==> config.mk <==
export PLATFORM = sky130hd
export DESIGN_NAME = elevator_sweep_controller
export DESIGN_NICKNAME = d
export VERILOG_FILES = /design/src/rtl/esc_pkg.sv /design/src/rtl/elevator_sweep_controller.sv /design/src/rtl/esc_ctrl.sv /design/src/rtl/esc_dp.sv
export SDC_FILE = /design/constraint.sdc
export NUM_CORES = 1
export LEC_CHECK = 0
export BUFFER_PORTS_ARGS = -buffer_cell sky130_fd_sc_hd__buf_2
export CELL_PAD_IN_SITES_DETAIL_PLACEMENT = 0
export CELL_PAD_IN_SITES_GLOBAL_PLACEMENT = 1
export CORE_MARGIN = 2
export CORE_UTILIZATION = 35
export DETAILED_ROUTE_END_ITERATION = 8
export PLACE_DENSITY = 0.6
export SKIP_LAST_GASP = 1
export SLEW_MARGIN = 25
export SYNTH_ARGS = -nofsm -noshare
export SYNTH_HDL_FRONTEND = slang
export SYNTH_SLANG_ARGS = --single-unit
export TNS_END_PERCENT = 1
==> constraint.sdc <==
create_clock -name clk -period 4.7 [get_ports clk]
set_input_delay 0.94 -clock clk [delete_from_list [all_inputs] [get_ports clk]]
set_output_delay 0.94 -clock clk [all_outputs]
set_load 0.05 [all_outputs]
==> src/rtl/esc_pkg.sv <==
// Shared types and constants for the elevator sweep controller.
package esc_pkg;

    // Travel direction; the request table stores the same codes (stop means no request).
    typedef enum logic [1:0] {
        DIR_STOP = 2'd0,
        DIR_UP   = 2'd1,
        DIR_DOWN = 2'd2
    } esc_dir_t;

    localparam logic       FUNC_PRESS      = 1'b0;
    localparam logic       FUNC_PASS       = 1'b1;

    localparam logic [3:0] BTN_CALL_LIMIT  = 4'd10;
    localparam logic [3:0] BTN_DOOR        = 4'd10;
    localparam logic [3:0] BTN_ALARM       = 4'd11;
    localparam logic [3:0] BTN_ON          = 4'd12;
    localparam logic [3:0] BTN_OFF         = 4'd13;

    typedef struct packed {
        logic       func;
        logic [3:0] button;
    } esc_req_t;

    typedef struct packed {
        logic [3:0] floor_now;
        logic       door_open;
        logic       running;
        logic       alarm_on;
        logic       last;
    } esc_res_t;

    // Commands from the controller to the datapath.
    typedef struct packed {
        logic load;
        logic press;
        logic pass_init;
        logic scan;
        logic door_close;
        logic travel;
        logic shut;
        logic emit;
        logic last;
    } esc_cmd_t;

    // Status from the datapath to the controller.
    typedef struct packed {
        logic active;
        logic scan_end;
        logic hit;
        logic at_target;
    } esc_stat_t;

endpackage

==> src/rtl/elevator_sweep_controller.sv <==
// Top level of the elevator sweep controller: controller plus datapath.
//
// The block serves an elevator of FLOORS floors (10 by default). A request is taken at a
// rising clock edge where start is high and busy is low; busy stays high until the last
// result of that request has been issued, and one more request may be accepted in the
// cycle in which that last result is on the ports. Results appear on result for exactly
// one cycle, flagged by result_strobe; the receiver cannot stall them, so it must take
// every strobe. A button request yields one result, set up by the press state and held in
// the result register. A service pass first checks the car state, then steps through every
// floor in the travel direction up to the end of the shaft, and for every floor where a
// matching request is served it issues one door-close result, one result per floor moved,
// one door-open result and one door-close result, each under a strobe of its own; the scan
// is a single floor pointer stepped by the state machine. The pass ends with a status
// result flagged last. Results inside a pass may be separated by idle cycles while the
// scan walks past floors with no matching request.
module elevator_sweep_controller
    import esc_pkg::*;
#(
    parameter int FLOORS = 10
)
(
    input  logic     clk,
    input  logic     rst_n,
    input  logic     start,
    output logic     busy,
    input  esc_req_t request,
    output esc_res_t result,
    output logic     result_strobe
);

    // Command and status buses between the sequencer and the datapath.
    esc_cmd_t  cmd;
    esc_stat_t stat;

    // The sequencer picks the button path or the service pass from the request's func bit
    // in the acceptance cycle, then steps the datapath one action per cycle.
    esc_ctrl u_ctrl (
        .clk   (clk),
        .rst_n (rst_n),
        .start (start),
        .func  (request.func),
        .stat  (stat),
        .busy  (busy),
        .cmd   (cmd)
    );

    // The datapath holds the per-floor request table, car position, direction, door,
    // run and alarm flags, and registers each result as it is issued.
    esc_dp #(
        .FLOORS (FLOORS)
    ) u_dp (
        .clk           (clk),
        .rst_n         (rst_n),
        .request       (request),
        .cmd           (cmd),
        .stat          (stat),
        .result        (result),
        .result_strobe (result_strobe)
    );

endmodule

==> src/rtl/esc_ctrl.sv <==
// Sequencing state machine for the elevator sweep controller.
module esc_ctrl
    import esc_pkg::*;
(
    input  logic      clk,
    input  logic      rst_n,
    input  logic      start,
    input  logic      func,
    input  esc_stat_t stat,
    output logic      busy,
    output esc_cmd_t  cmd
);

    typedef enum logic [6:0] {
        S_IDLE  = 7'b0000001,
        S_PRESS = 7'b0000010,
        S_PASS  = 7'b0000100,
        S_SCAN  = 7'b0001000,
        S_CLOSE = 7'b0010000,
        S_MOVE  = 7'b0100000,
        S_SHUT  = 7'b1000000
    } esc_state_t;

    esc_state_t state_reg;
    esc_state_t state_next;

    always_comb
    begin
        state_next = state_reg;
        cmd        = '0;
        unique case (state_reg)
            S_IDLE:
            begin
                if (start)
                begin
                    cmd.load   = 1'b1;
                    state_next = (func == FUNC_PASS) ? S_PASS : S_PRESS;
                end
            end
            S_PRESS:
            begin
                cmd.press  = 1'b1;
                cmd.emit   = 1'b1;
                cmd.last   = 1'b1;
                state_next = S_IDLE;
            end
            S_PASS:
            begin
                if (stat.active)
                begin
                    cmd.pass_init = 1'b1;
                    state_next    = S_SCAN;
                end
                else
                begin
                    cmd.emit   = 1'b1;
                    cmd.last   = 1'b1;
                    state_next = S_IDLE;
                end
            end
            S_SCAN:
            begin
                cmd.scan = 1'b1;
                if (stat.scan_end)
                begin
                    cmd.emit   = 1'b1;
                    cmd.last   = 1'b1;
                    state_next = S_IDLE;
                end
                else if (stat.hit)
                begin
                    state_next = S_CLOSE;
                end
            end
            S_CLOSE:
            begin
                cmd.door_close = 1'b1;
                cmd.emit       = 1'b1;
                state_next     = S_MOVE;
            end
            S_MOVE:
            begin
                cmd.travel = 1'b1;
                cmd.emit   = 1'b1;
                if (stat.at_target)
                begin
                    state_next = S_SHUT;
                end
            end
            S_SHUT:
            begin
                cmd.shut   = 1'b1;
                cmd.emit   = 1'b1;
                state_next = S_SCAN;
            end
            default:
            begin
                state_next = S_IDLE;
            end
        endcase
    end

    always_ff @(posedge clk or negedge rst_n)
    begin
        if (!rst_n)
        begin
            state_reg <= S_IDLE;
        end
        else
        begin
            state_reg <= state_next;
        end
    end

    assign busy = (state_reg != S_IDLE);

    a_start_dispatch: assert property (@(posedge clk) disable iff (!rst_n)
        (state_reg == S_IDLE && start) |=> (state_reg == S_PRESS || state_reg == S_PASS))
        else $error("accepted request did not dispatch");

    a_shut_rescan: assert property (@(posedge clk) disable iff (!rst_n)
        (state_reg == S_SHUT) |=> (state_reg == S_SCAN))
        else $error("served stop did not resume the scan");

    a_last_ends_busy: assert property (@(posedge clk) disable iff (!rst_n)
        (cmd.emit && cmd.last) |=> !busy)
        else $error("final result did not return to idle");

endmodule

==> src/rtl/esc_dp.sv <==
// Datapath: request table, car state, scan pointer and result register.
module esc_dp
    import esc_pkg::*;
#(
    parameter int FLOORS = 10
)
(
    input  logic      clk,
    input  logic      rst_n,
    input  esc_req_t  request,
    input  esc_cmd_t  cmd,
    output esc_stat_t stat,
    output esc_res_t  result,
    output logic      result_strobe
);

    localparam int FW = (FLOORS > 2) ? $clog2(FLOORS) : 1;

    esc_dir_t        req_reg  [FLOORS];
    esc_dir_t        req_next [FLOORS];
    logic [FW-1:0]   floor_reg, floor_next;
    logic [FW-1:0]   x_reg, x_next;
    esc_dir_t        dir_reg, dir_next;
    logic            door_reg, door_next;
    logic            run_reg, run_next;
    logic            alarm_reg, alarm_next;
    logic [3:0]      btn_reg;
    esc_res_t        result_reg;
    logic            strobe_reg;

    logic [FW-1:0]   x_adv;
    logic [FW-1:0]   look_idx;
    logic [FW-1:0]   call_idx;
    logic            call_ok;

    // Scan neighbor in the travel direction, end-of-shaft detection, status flags and call check.
    always_comb
    begin
        x_adv         = (dir_reg == DIR_UP) ? x_reg + FW'(1) : x_reg - FW'(1);
        stat.scan_end = (dir_reg == DIR_UP) ? ((5'(x_reg) + 5'd1) >= 5'(FLOORS))
                                            : (x_reg == '0);
        look_idx      = stat.scan_end ? x_reg : x_adv;
        stat.hit      = !stat.scan_end && (req_reg[look_idx] == dir_reg);
        stat.active   = run_reg && (dir_reg != DIR_STOP);
        stat.at_target = (floor_reg == x_reg);
        call_idx      = btn_reg[FW-1:0];
        call_ok       = (btn_reg < BTN_CALL_LIMIT) && ({1'b0, btn_reg} < 5'(FLOORS)) && run_reg;
    end

    always_comb
    begin
        req_next   = req_reg;
        floor_next = floor_reg;
        x_next     = x_reg;
        dir_next   = dir_reg;
        door_next  = door_reg;
        run_next   = run_reg;
        alarm_next = alarm_reg;

        if (cmd.press)
        begin
            if (btn_reg < BTN_CALL_LIMIT)
            begin
                if (call_ok)
                begin
                    if (4'(floor_reg) > btn_reg)
                    begin
                        req_next[call_idx] = DIR_DOWN;
                        dir_next           = DIR_DOWN;
                    end
                    else if (4'(floor_reg) < btn_reg)
                    begin
                        req_next[call_idx] = DIR_UP;
                        dir_next           = DIR_UP;
                    end
                end
            end
            else
            begin
                unique case (btn_reg)
                    BTN_DOOR:
                    begin
                        door_next = !door_reg;
                    end
                    BTN_ALARM:
                    begin
                        alarm_next = !alarm_reg;
                        run_next   = alarm_reg;
                    end
                    BTN_ON, BTN_OFF:
                    begin
                        if (btn_reg == BTN_ON && !run_reg)
                        begin
                            run_next  = 1'b1;
                            door_next = 1'b1;
                        end
                        if (btn_reg == BTN_OFF && run_reg)
                        begin
                            run_next  = 1'b0;
                            door_next = 1'b0;
                        end
                        for (int i = 0; i < FLOORS; i++)
                        begin
                            req_next[i] = DIR_STOP;
                        end
                        floor_next = '0;
                        dir_next   = DIR_STOP;
                        alarm_next = 1'b0;
                    end
                    default:
                    begin
                    end
                endcase
            end
        end

        if (cmd.pass_init)
        begin
            x_next = floor_reg;
            if (floor_reg == '0)
            begin
                dir_next = DIR_UP;
            end
            if (5'(floor_reg) == 5'(FLOORS - 1))
            begin
                dir_next = DIR_DOWN;
            end
        end

        if (cmd.scan)
        begin
            if (stat.scan_end)
            begin
                dir_next = DIR_STOP;
                run_next = 1'b1;
            end
            else
            begin
                x_next = x_adv;
                if (!stat.hit)
                begin
                    req_next[x_adv] = DIR_STOP;
                end
            end
        end

        if (cmd.door_close)
        begin
            door_next = 1'b0;
        end

        if (cmd.travel)
        begin
            if (floor_reg < x_reg)
            begin
                floor_next = floor_reg + FW'(1);
            end
            else if (floor_reg > x_reg)
            begin
                floor_next = floor_reg - FW'(1);
            end
            else
            begin
                door_next = 1'b1;
            end
        end

        if (cmd.shut)
        begin
            door_next      = 1'b0;
            req_next[x_reg] = DIR_STOP;
        end
    end

    always_ff @(posedge clk or negedge rst_n)
    begin
        if (!rst_n)
        begin
            for (int i = 0; i < FLOORS; i++)
            begin
                req_reg[i] <= DIR_STOP;
            end
            floor_reg  <= '0;
            dir_reg    <= DIR_STOP;
            door_reg   <= 1'b1;
            run_reg    <= 1'b0;
            alarm_reg  <= 1'b0;
            strobe_reg <= 1'b0;
        end
        else
        begin
            req_reg    <= req_next;
            floor_reg  <= floor_next;
            dir_reg    <= dir_next;
            door_reg   <= door_next;
            run_reg    <= run_next;
            alarm_reg  <= alarm_next;
            strobe_reg <= cmd.emit;
        end
    end

    // Payload registers carry no reset.
    always_ff @(posedge clk)
    begin
        x_reg <= x_next;
        if (cmd.load)
        begin
            btn_reg <= request.button;
        end
        if (cmd.emit)
        begin
            result_reg.floor_now <= 4'(floor_next);
            result_reg.door_open <= door_next;
            result_reg.running   <= run_next;
            result_reg.alarm_on  <= alarm_next;
            result_reg.last      <= cmd.last;
        end
    end

    assign result        = result_reg;
    assign result_strobe = strobe_reg;

    a_floor_range: assert property (@(posedge clk) disable iff (!rst_n)
        5'(floor_reg) < 5'(FLOORS))
        else $error("car floor out of range");

    a_pass_running: assert property (@(posedge clk) disable iff (!rst_n)
        (strobe_reg && !result_reg.last) |-> run_reg)
        else $error("service result while not running");

    a_move_door_shut: assert property (@(posedge clk) disable iff (!rst_n)
        (cmd.travel && (floor_reg != x_reg)) |-> !door_reg)
        else $error("car moving with the door open");

endmodule
Word-level counts from Yosys, hierarchy flattened
Cells that the tools add are included.
W data, S select, Z words.
- register bits: 53
- latch bits: 0
- memory bits (writable): 0
- ROM bits: 0
- logic and storage cells: 177
- memories kept: 0
- add/sub/neg operators: 5
- $mul: 0
- divide/modulo/power cells: 0
- $lt $le $gt $ge: 14
- equal/unequal tests: 19
- shift operators: 0
- mux-type cells: 82
- bitwise gates (word level): 14
- reductions and logical operators: 19
- operator list (operator ; count):
    $mux W20 ; 10
    $mux W4 ; 12
    $pmux W7 S6 ; 1
    $and A20 B20 Y20 ; 2
    $not A20 Y20 ; 2
    $mux W2 ; 18
    $mux W7 ; 4
    $mux W1 ; 27
    $demux W2 S4 ; 3
    $and A10 B10 Y10 ; 2
    $eq A4 B4 Y1 const B ; 5
    $ge A5 B5 Y1 const B ; 4
    $not A10 Y10 ; 2
    $not A4 Y5 ; 4
    $or A10 B10 Y10 ; 2
    $lt A5 B1 Y1 const B ; 3
    $logic_and A1 B1 Y1 ; 9
    $add A4 B1 Y4 const B ; 2
    $bmux W2 S4 ; 1
    $gt A4 B4 Y1 ; 2
    $logic_not A4 Y1 ; 2
    $lt A4 B4 Y1 ; 2
    $lt A4 B4 Y1 const B ; 2
    $sub A4 B1 Y4 const B ; 2
    23 further kinds ; 30

Longest topological paths before layout
- depth after elaboration: 18
- mapped depth: 14

Modules after synthesis
From an unflattened synthesis, not the netlist that was laid out.
- cells, all modules: 464
- area total of the unflattened synthesis: 3976.3 um2
- modules (own cells, without submodules) (module ; times used ; cells each ; area each (um2) ; sequential area each (um2)):
    esc_dp ; 1 ; 412 ; 3495.9 ; 1192.4
    esc_ctrl ; 1 ; 52 ; 480.5 ; 176.4

Worst setup path before layout
OpenSTA, ideal clock, no wires.
- path type: flip-flop to flip-flop
- start: register u_dp.x_reg[0]
- end: register u_ctrl.state_reg[3]
- library setup time: 0.124 ns
- arrival time: 3.380 ns
- setup slack: 1.196 ns
- stages on the path, launching flop included: 14
- path buffers: 2
- cell sequence: dfxtp_1 buf_2 inv_1 ha_1 or3_1 a21o_1 a21o_1 buf_2 o32a_1 a211oi_1 a211oi_4 xor2_2 nand2_4 a211o_1
- word-level cells in the longest chain between the ends: 12
- elaborated cells between the ends (all ways): 21
- classes of those cells: 3 x add/sub; 1 x order compare; 4 x eq/ne; 8 x mux; 1 x bitwise; 4 x reduce/logical
- ends and longest elaborated chain (what ; RTL line ; text):
    start, declared ; esc_dp.sv:22 ; logic [FW-1:0] x_reg, x_next;
    start signal, assigned ; esc_dp.sv:205 ; x_reg <= x_next;
    $add A4 B1 Y5 ; esc_dp.sv:40 ; stat.scan_end = (dir_reg == DIR_UP) ? ((5'(x_reg) + 5'd1) >= 5'(FLOORS))
    $ge A5 B4 Y1 ; esc_dp.sv:40 ;
    $mux W1 ; esc_dp.sv:40 ;
    $mux W4 ; esc_dp.sv:42 ; look_idx = stat.scan_end ? x_reg : x_adv;
    $not A4 Y5 (implied by the code) ; esc_dp.sv:43 ; stat.hit = !stat.scan_end && (req_reg[look_idx] == dir_reg);
    $bmux W2 S4 ; esc_dp.sv:43 ;
    $mux W2 (implied by the code) (2 in series) ; esc_dp.sv:43 ;
    $eq A2 B2 Y1 ; esc_dp.sv:43 ;
    $logic_and A1 B1 Y1 ; esc_dp.sv:43 ;
    $ne A3 B3 Y1 (no source line) ; n/a ;
    $reduce_and A3 Y1 (no source line) ; n/a ;
    end signal, assigned ; esc_ctrl.sv:111 ; state_reg <= state_next;
    end, declared ; esc_ctrl.sv:24 ; esc_state_t state_reg;
Parallel ways exist; a longest one is shown, timed or not. The select of a mux whose other input is x is not followed.
A chain may end at the register's enable or synchronous reset.

Worst setup path in the final report
- start: register u_dp.x_reg[1]
- end: register u_ctrl.state_reg[3]
Same word-level chain as after synthesis.

==> impl_results.md <==
* Drt drc at 0
* Req. time, crit path at 4930 ps
* Count of cell types in the netlist at 70
* Critical path endpoint category: flop
* Initial Utilization at a little over a third
* Final Util at 38.53%
* Reg2reg path depth at 11
* Post-synth EDFFs at 12
* Top_reg_cell synth: dfrtp_1
* Maximum clock path buffer count at 2
* CP Cell Sequence: inv_1 > ha_1 > nor2_1 > a311oi_4 > a21o_1 > mux4_2 > or3_1 > o311ai_1 > xnor2_2 > nand2_4 > a211o_1
* Crit path largest cell delay at 650 ps
* Initial DRC count at 194
* Final nets at 479
* Average routed wire per standard cell at a little over 20 um
* Post-synth ARST share at between 60 and 70%
* Largest net degree at the start of global routing at 38
* Wirelength, routed at about 12 mm
* Largest register FFs at 20
* Global route overflow at 0
* Share of cells above drive strength 1 at 11.56%
* RR Startpoint: u_dp.x_reg[1]$_DFF_P_
* Peak VDD IR at 0.1986 mV
* Synthesis-stage register bit count at 53
* Crit path buf inv count at 1
* Ports at 18
* PD cells at 517.6 nW/um2
* Ys Warns at 0
* Critical path peak fanout at 18
* Crit path kind: flop to flop
* Fmax at 0.2488 GHz
* Antenna violations before repair at 0
* Register area share after synthesis at 35.09%
* Final Hold Vio Count at 0
* Commonest cells after routing, fill and taps aside: nand2_1, o21ai_0, nor2_1, dfrtp_1
* Worst hold start: u_ctrl.state_reg[0]$_DFFE_PN1P_
* # diodes at 0
* CP arrival at between 4000 and 5000 ps
* Leading area contributor after synthesis: dfrtp_1
* Setup slack, reg-to-reg at 680 ps
* Setup violators final at 0
* HP Class: flop to flop
* Clk slew on worst S/H paths at 100 ps
* Synth top area cells: dfrtp_1, edfxtp_1, ha_1, o21ai_0, nand2_1
* Crit share post-route at 85.51%
* First-pass GRT wire length at 19.58 mm
* Cts repair resizes at 0
* # port buffers at 17
* CP delay by family, top: compound AO/OA/AOI/OAI gates
* GR Util All Layers at 21.92%
* RD Place Congestion at 0.8669
* Worst R2R End: u_ctrl.state_reg[3]$_DFFE_PN0P_
* Critical Path Slowest Stage Cell: dfxtp_1
* Synth-to-Final Area Change at 7.056%
* Leakage at 1.629 nW
* Die height at 109.6 um
* CP Launch Type: flop
* Vias post-DR at between 3k and 4k
* Core Footprint at 10,840 um2
* Relative slew margins at 37.94%
* Skew final at 9.511 ps
* Hold path depth at 2
* Max-cap violations at 0
* Core Rows at 38
* Unrepaired setup endpoints after global routing: no
* Cts bufs inserted at 5
* Setup bufs post-CTS at 0
* Area fraction of the dominant cell type after synthesis at around 22%
* Worst-Skew Late Latency at 340 ps
* Cell Area, Synth at 3901 um2
* Setup TNS at 0 ps
* CTS H-tree depth at 2
* CTS tree: built
* Synth Instances at 443
* First-pass DRT Iterations at 4
* Worst slew pin tran at ~930 ps
* Drt via density at 6.003
* Net Count, Synth at between 400 and 500
* Hpwl dp at around 9.1 mm
* Hold EP: u_ctrl.state_reg[1]$_DFFE_PN0P_
* Clk sinks at between 50 and 60
* Avg Inst Size Synth at 8.806 um2
* Die area at 12,010 um2
* Vias in the first global route at about 3.5k
* Clk root buf: clkbuf_8
* Hold_buf cts at 0
* Die X at between 100 and 150 um
* Max-slew violation count at 0
* Status: finished, final reports clean
* Post-layout minimum cycle time at 4019 ps
* ANT nets after route at 0
==> metal layers <==
layer / part of all wire [%] / vias to the layer above / GRT usage, %
met5: 0 / - / 0
met4: 2.3 / 0 / 6.962
met3: 3.5 / 18 / 3.853
met2: 47 / 78 / 35.67
met1: 47 / 1752 / 29.60
li1: - / 1694 / -
==> stage by stage <==
stage                     setup WS (ps)  power (mW)  instances  instance area (um2)  hold WS [ps]
after CTS                         698.5       2.151        590                 4177         655.9
final                             680.8       2.162        590                 4177         645.5
after floorplan                    1196       1.567        443                 3901         541.7
after global placement            862.6       1.860        582                 4086         627.9
after global routing              441.0       2.324        590                 4177         696.6
after detailed placement          725.4       1.864        582                 4086         636.6
==> final cells by class <==
cell class                 instances  area [um2]
fill                            1133        6664
multi-input combinational        350        2352
sequential                        53        1369
tap                              140       175.2
timing repair buffer              23       130.1
clock buffer                       5       68.82
inverter                          16       60.06
clock inverter                     3       21.27
==> how the worst max path moves through the flow <==
stage / startpoint / to / slack [ps] / depth (start not counted)
6_report: u_dp.x_reg[1]$_DFF_P_ / u_ctrl.state_reg[3]$_DFFE_PN0P_ / 680 / 11
5_1_grt: u_dp.x_reg[1]$_DFF_P_ / u_ctrl.state_reg[3]$_DFFE_PN0P_ / 440 / 11
4_1_cts: u_dp.x_reg[1]$_DFF_P_ / u_ctrl.state_reg[3]$_DFFE_PN0P_ / 700 / 11
3_5_place_dp: u_dp.x_reg[1]$_DFF_P_ / u_ctrl.state_reg[3]$_DFFE_PN0P_ / 730 / 11
3_3_place_gp: u_dp.x_reg[1]$_DFF_P_ / u_ctrl.state_reg[3]$_DFFE_PN0P_ / 860 / 11
2_1_floorplan: u_dp.x_reg[0]$_DFF_P_ / u_ctrl.state_reg[3]$_DFFE_PN0P_ / 1200 / 13
==> worst register-to-register path, cell delays in order, from the launching register on <==
cell and delay [ps]:
dfxtp_1 650, inv_1 280, ha_1 370, nor2_1 60, a311oi_4 410, a21o_1 420, mux4_2 560, or3_1 320
o311ai_1 140, xnor2_2 200, nand2_4 200, a211o_1 300
==> report_power, final <==
part | switching, mW | internal, mW | leakage, nW
sequential | 0.105 | 0.535 | 0.636
combinational | 0.814 | 0.426 | 0.947
clock | 0.176 | 0.107 | 0.0462
==> cell families after synthesis <==
family / after synthesis / share of synthesized area (%)
AOI/OAI and AO/OA: 145 / 25.88
xor gates and xnor gates: 7 / 1.957
adders and majority gates: 22 / 7.248
buffers and inverters: 40 / 4.618
DFF: 53 / 35.09
muxes: 14 / 4.362
and+or+nand+nor: 162 / 20.85
==> cells in the mapped netlist (5+ instances only) <==
master / n
o21ai_0: 43
ha_1: 21
o211ai_1: 19
a31oi_1: 11
nor3_1: 14
a21oi_1: 21
nor2b_1: 5
nand2_1: 43
mux2i_1: 8
dfrtp_1: 35
edfxtp_1: 12
nor2_1: 35
or3_1: 6
clkbuf_1: 16
a41oi_1: 8
nand4_1: 9
nand3_1: 21
inv_1: 15
(Power assumes the default switching activity.)
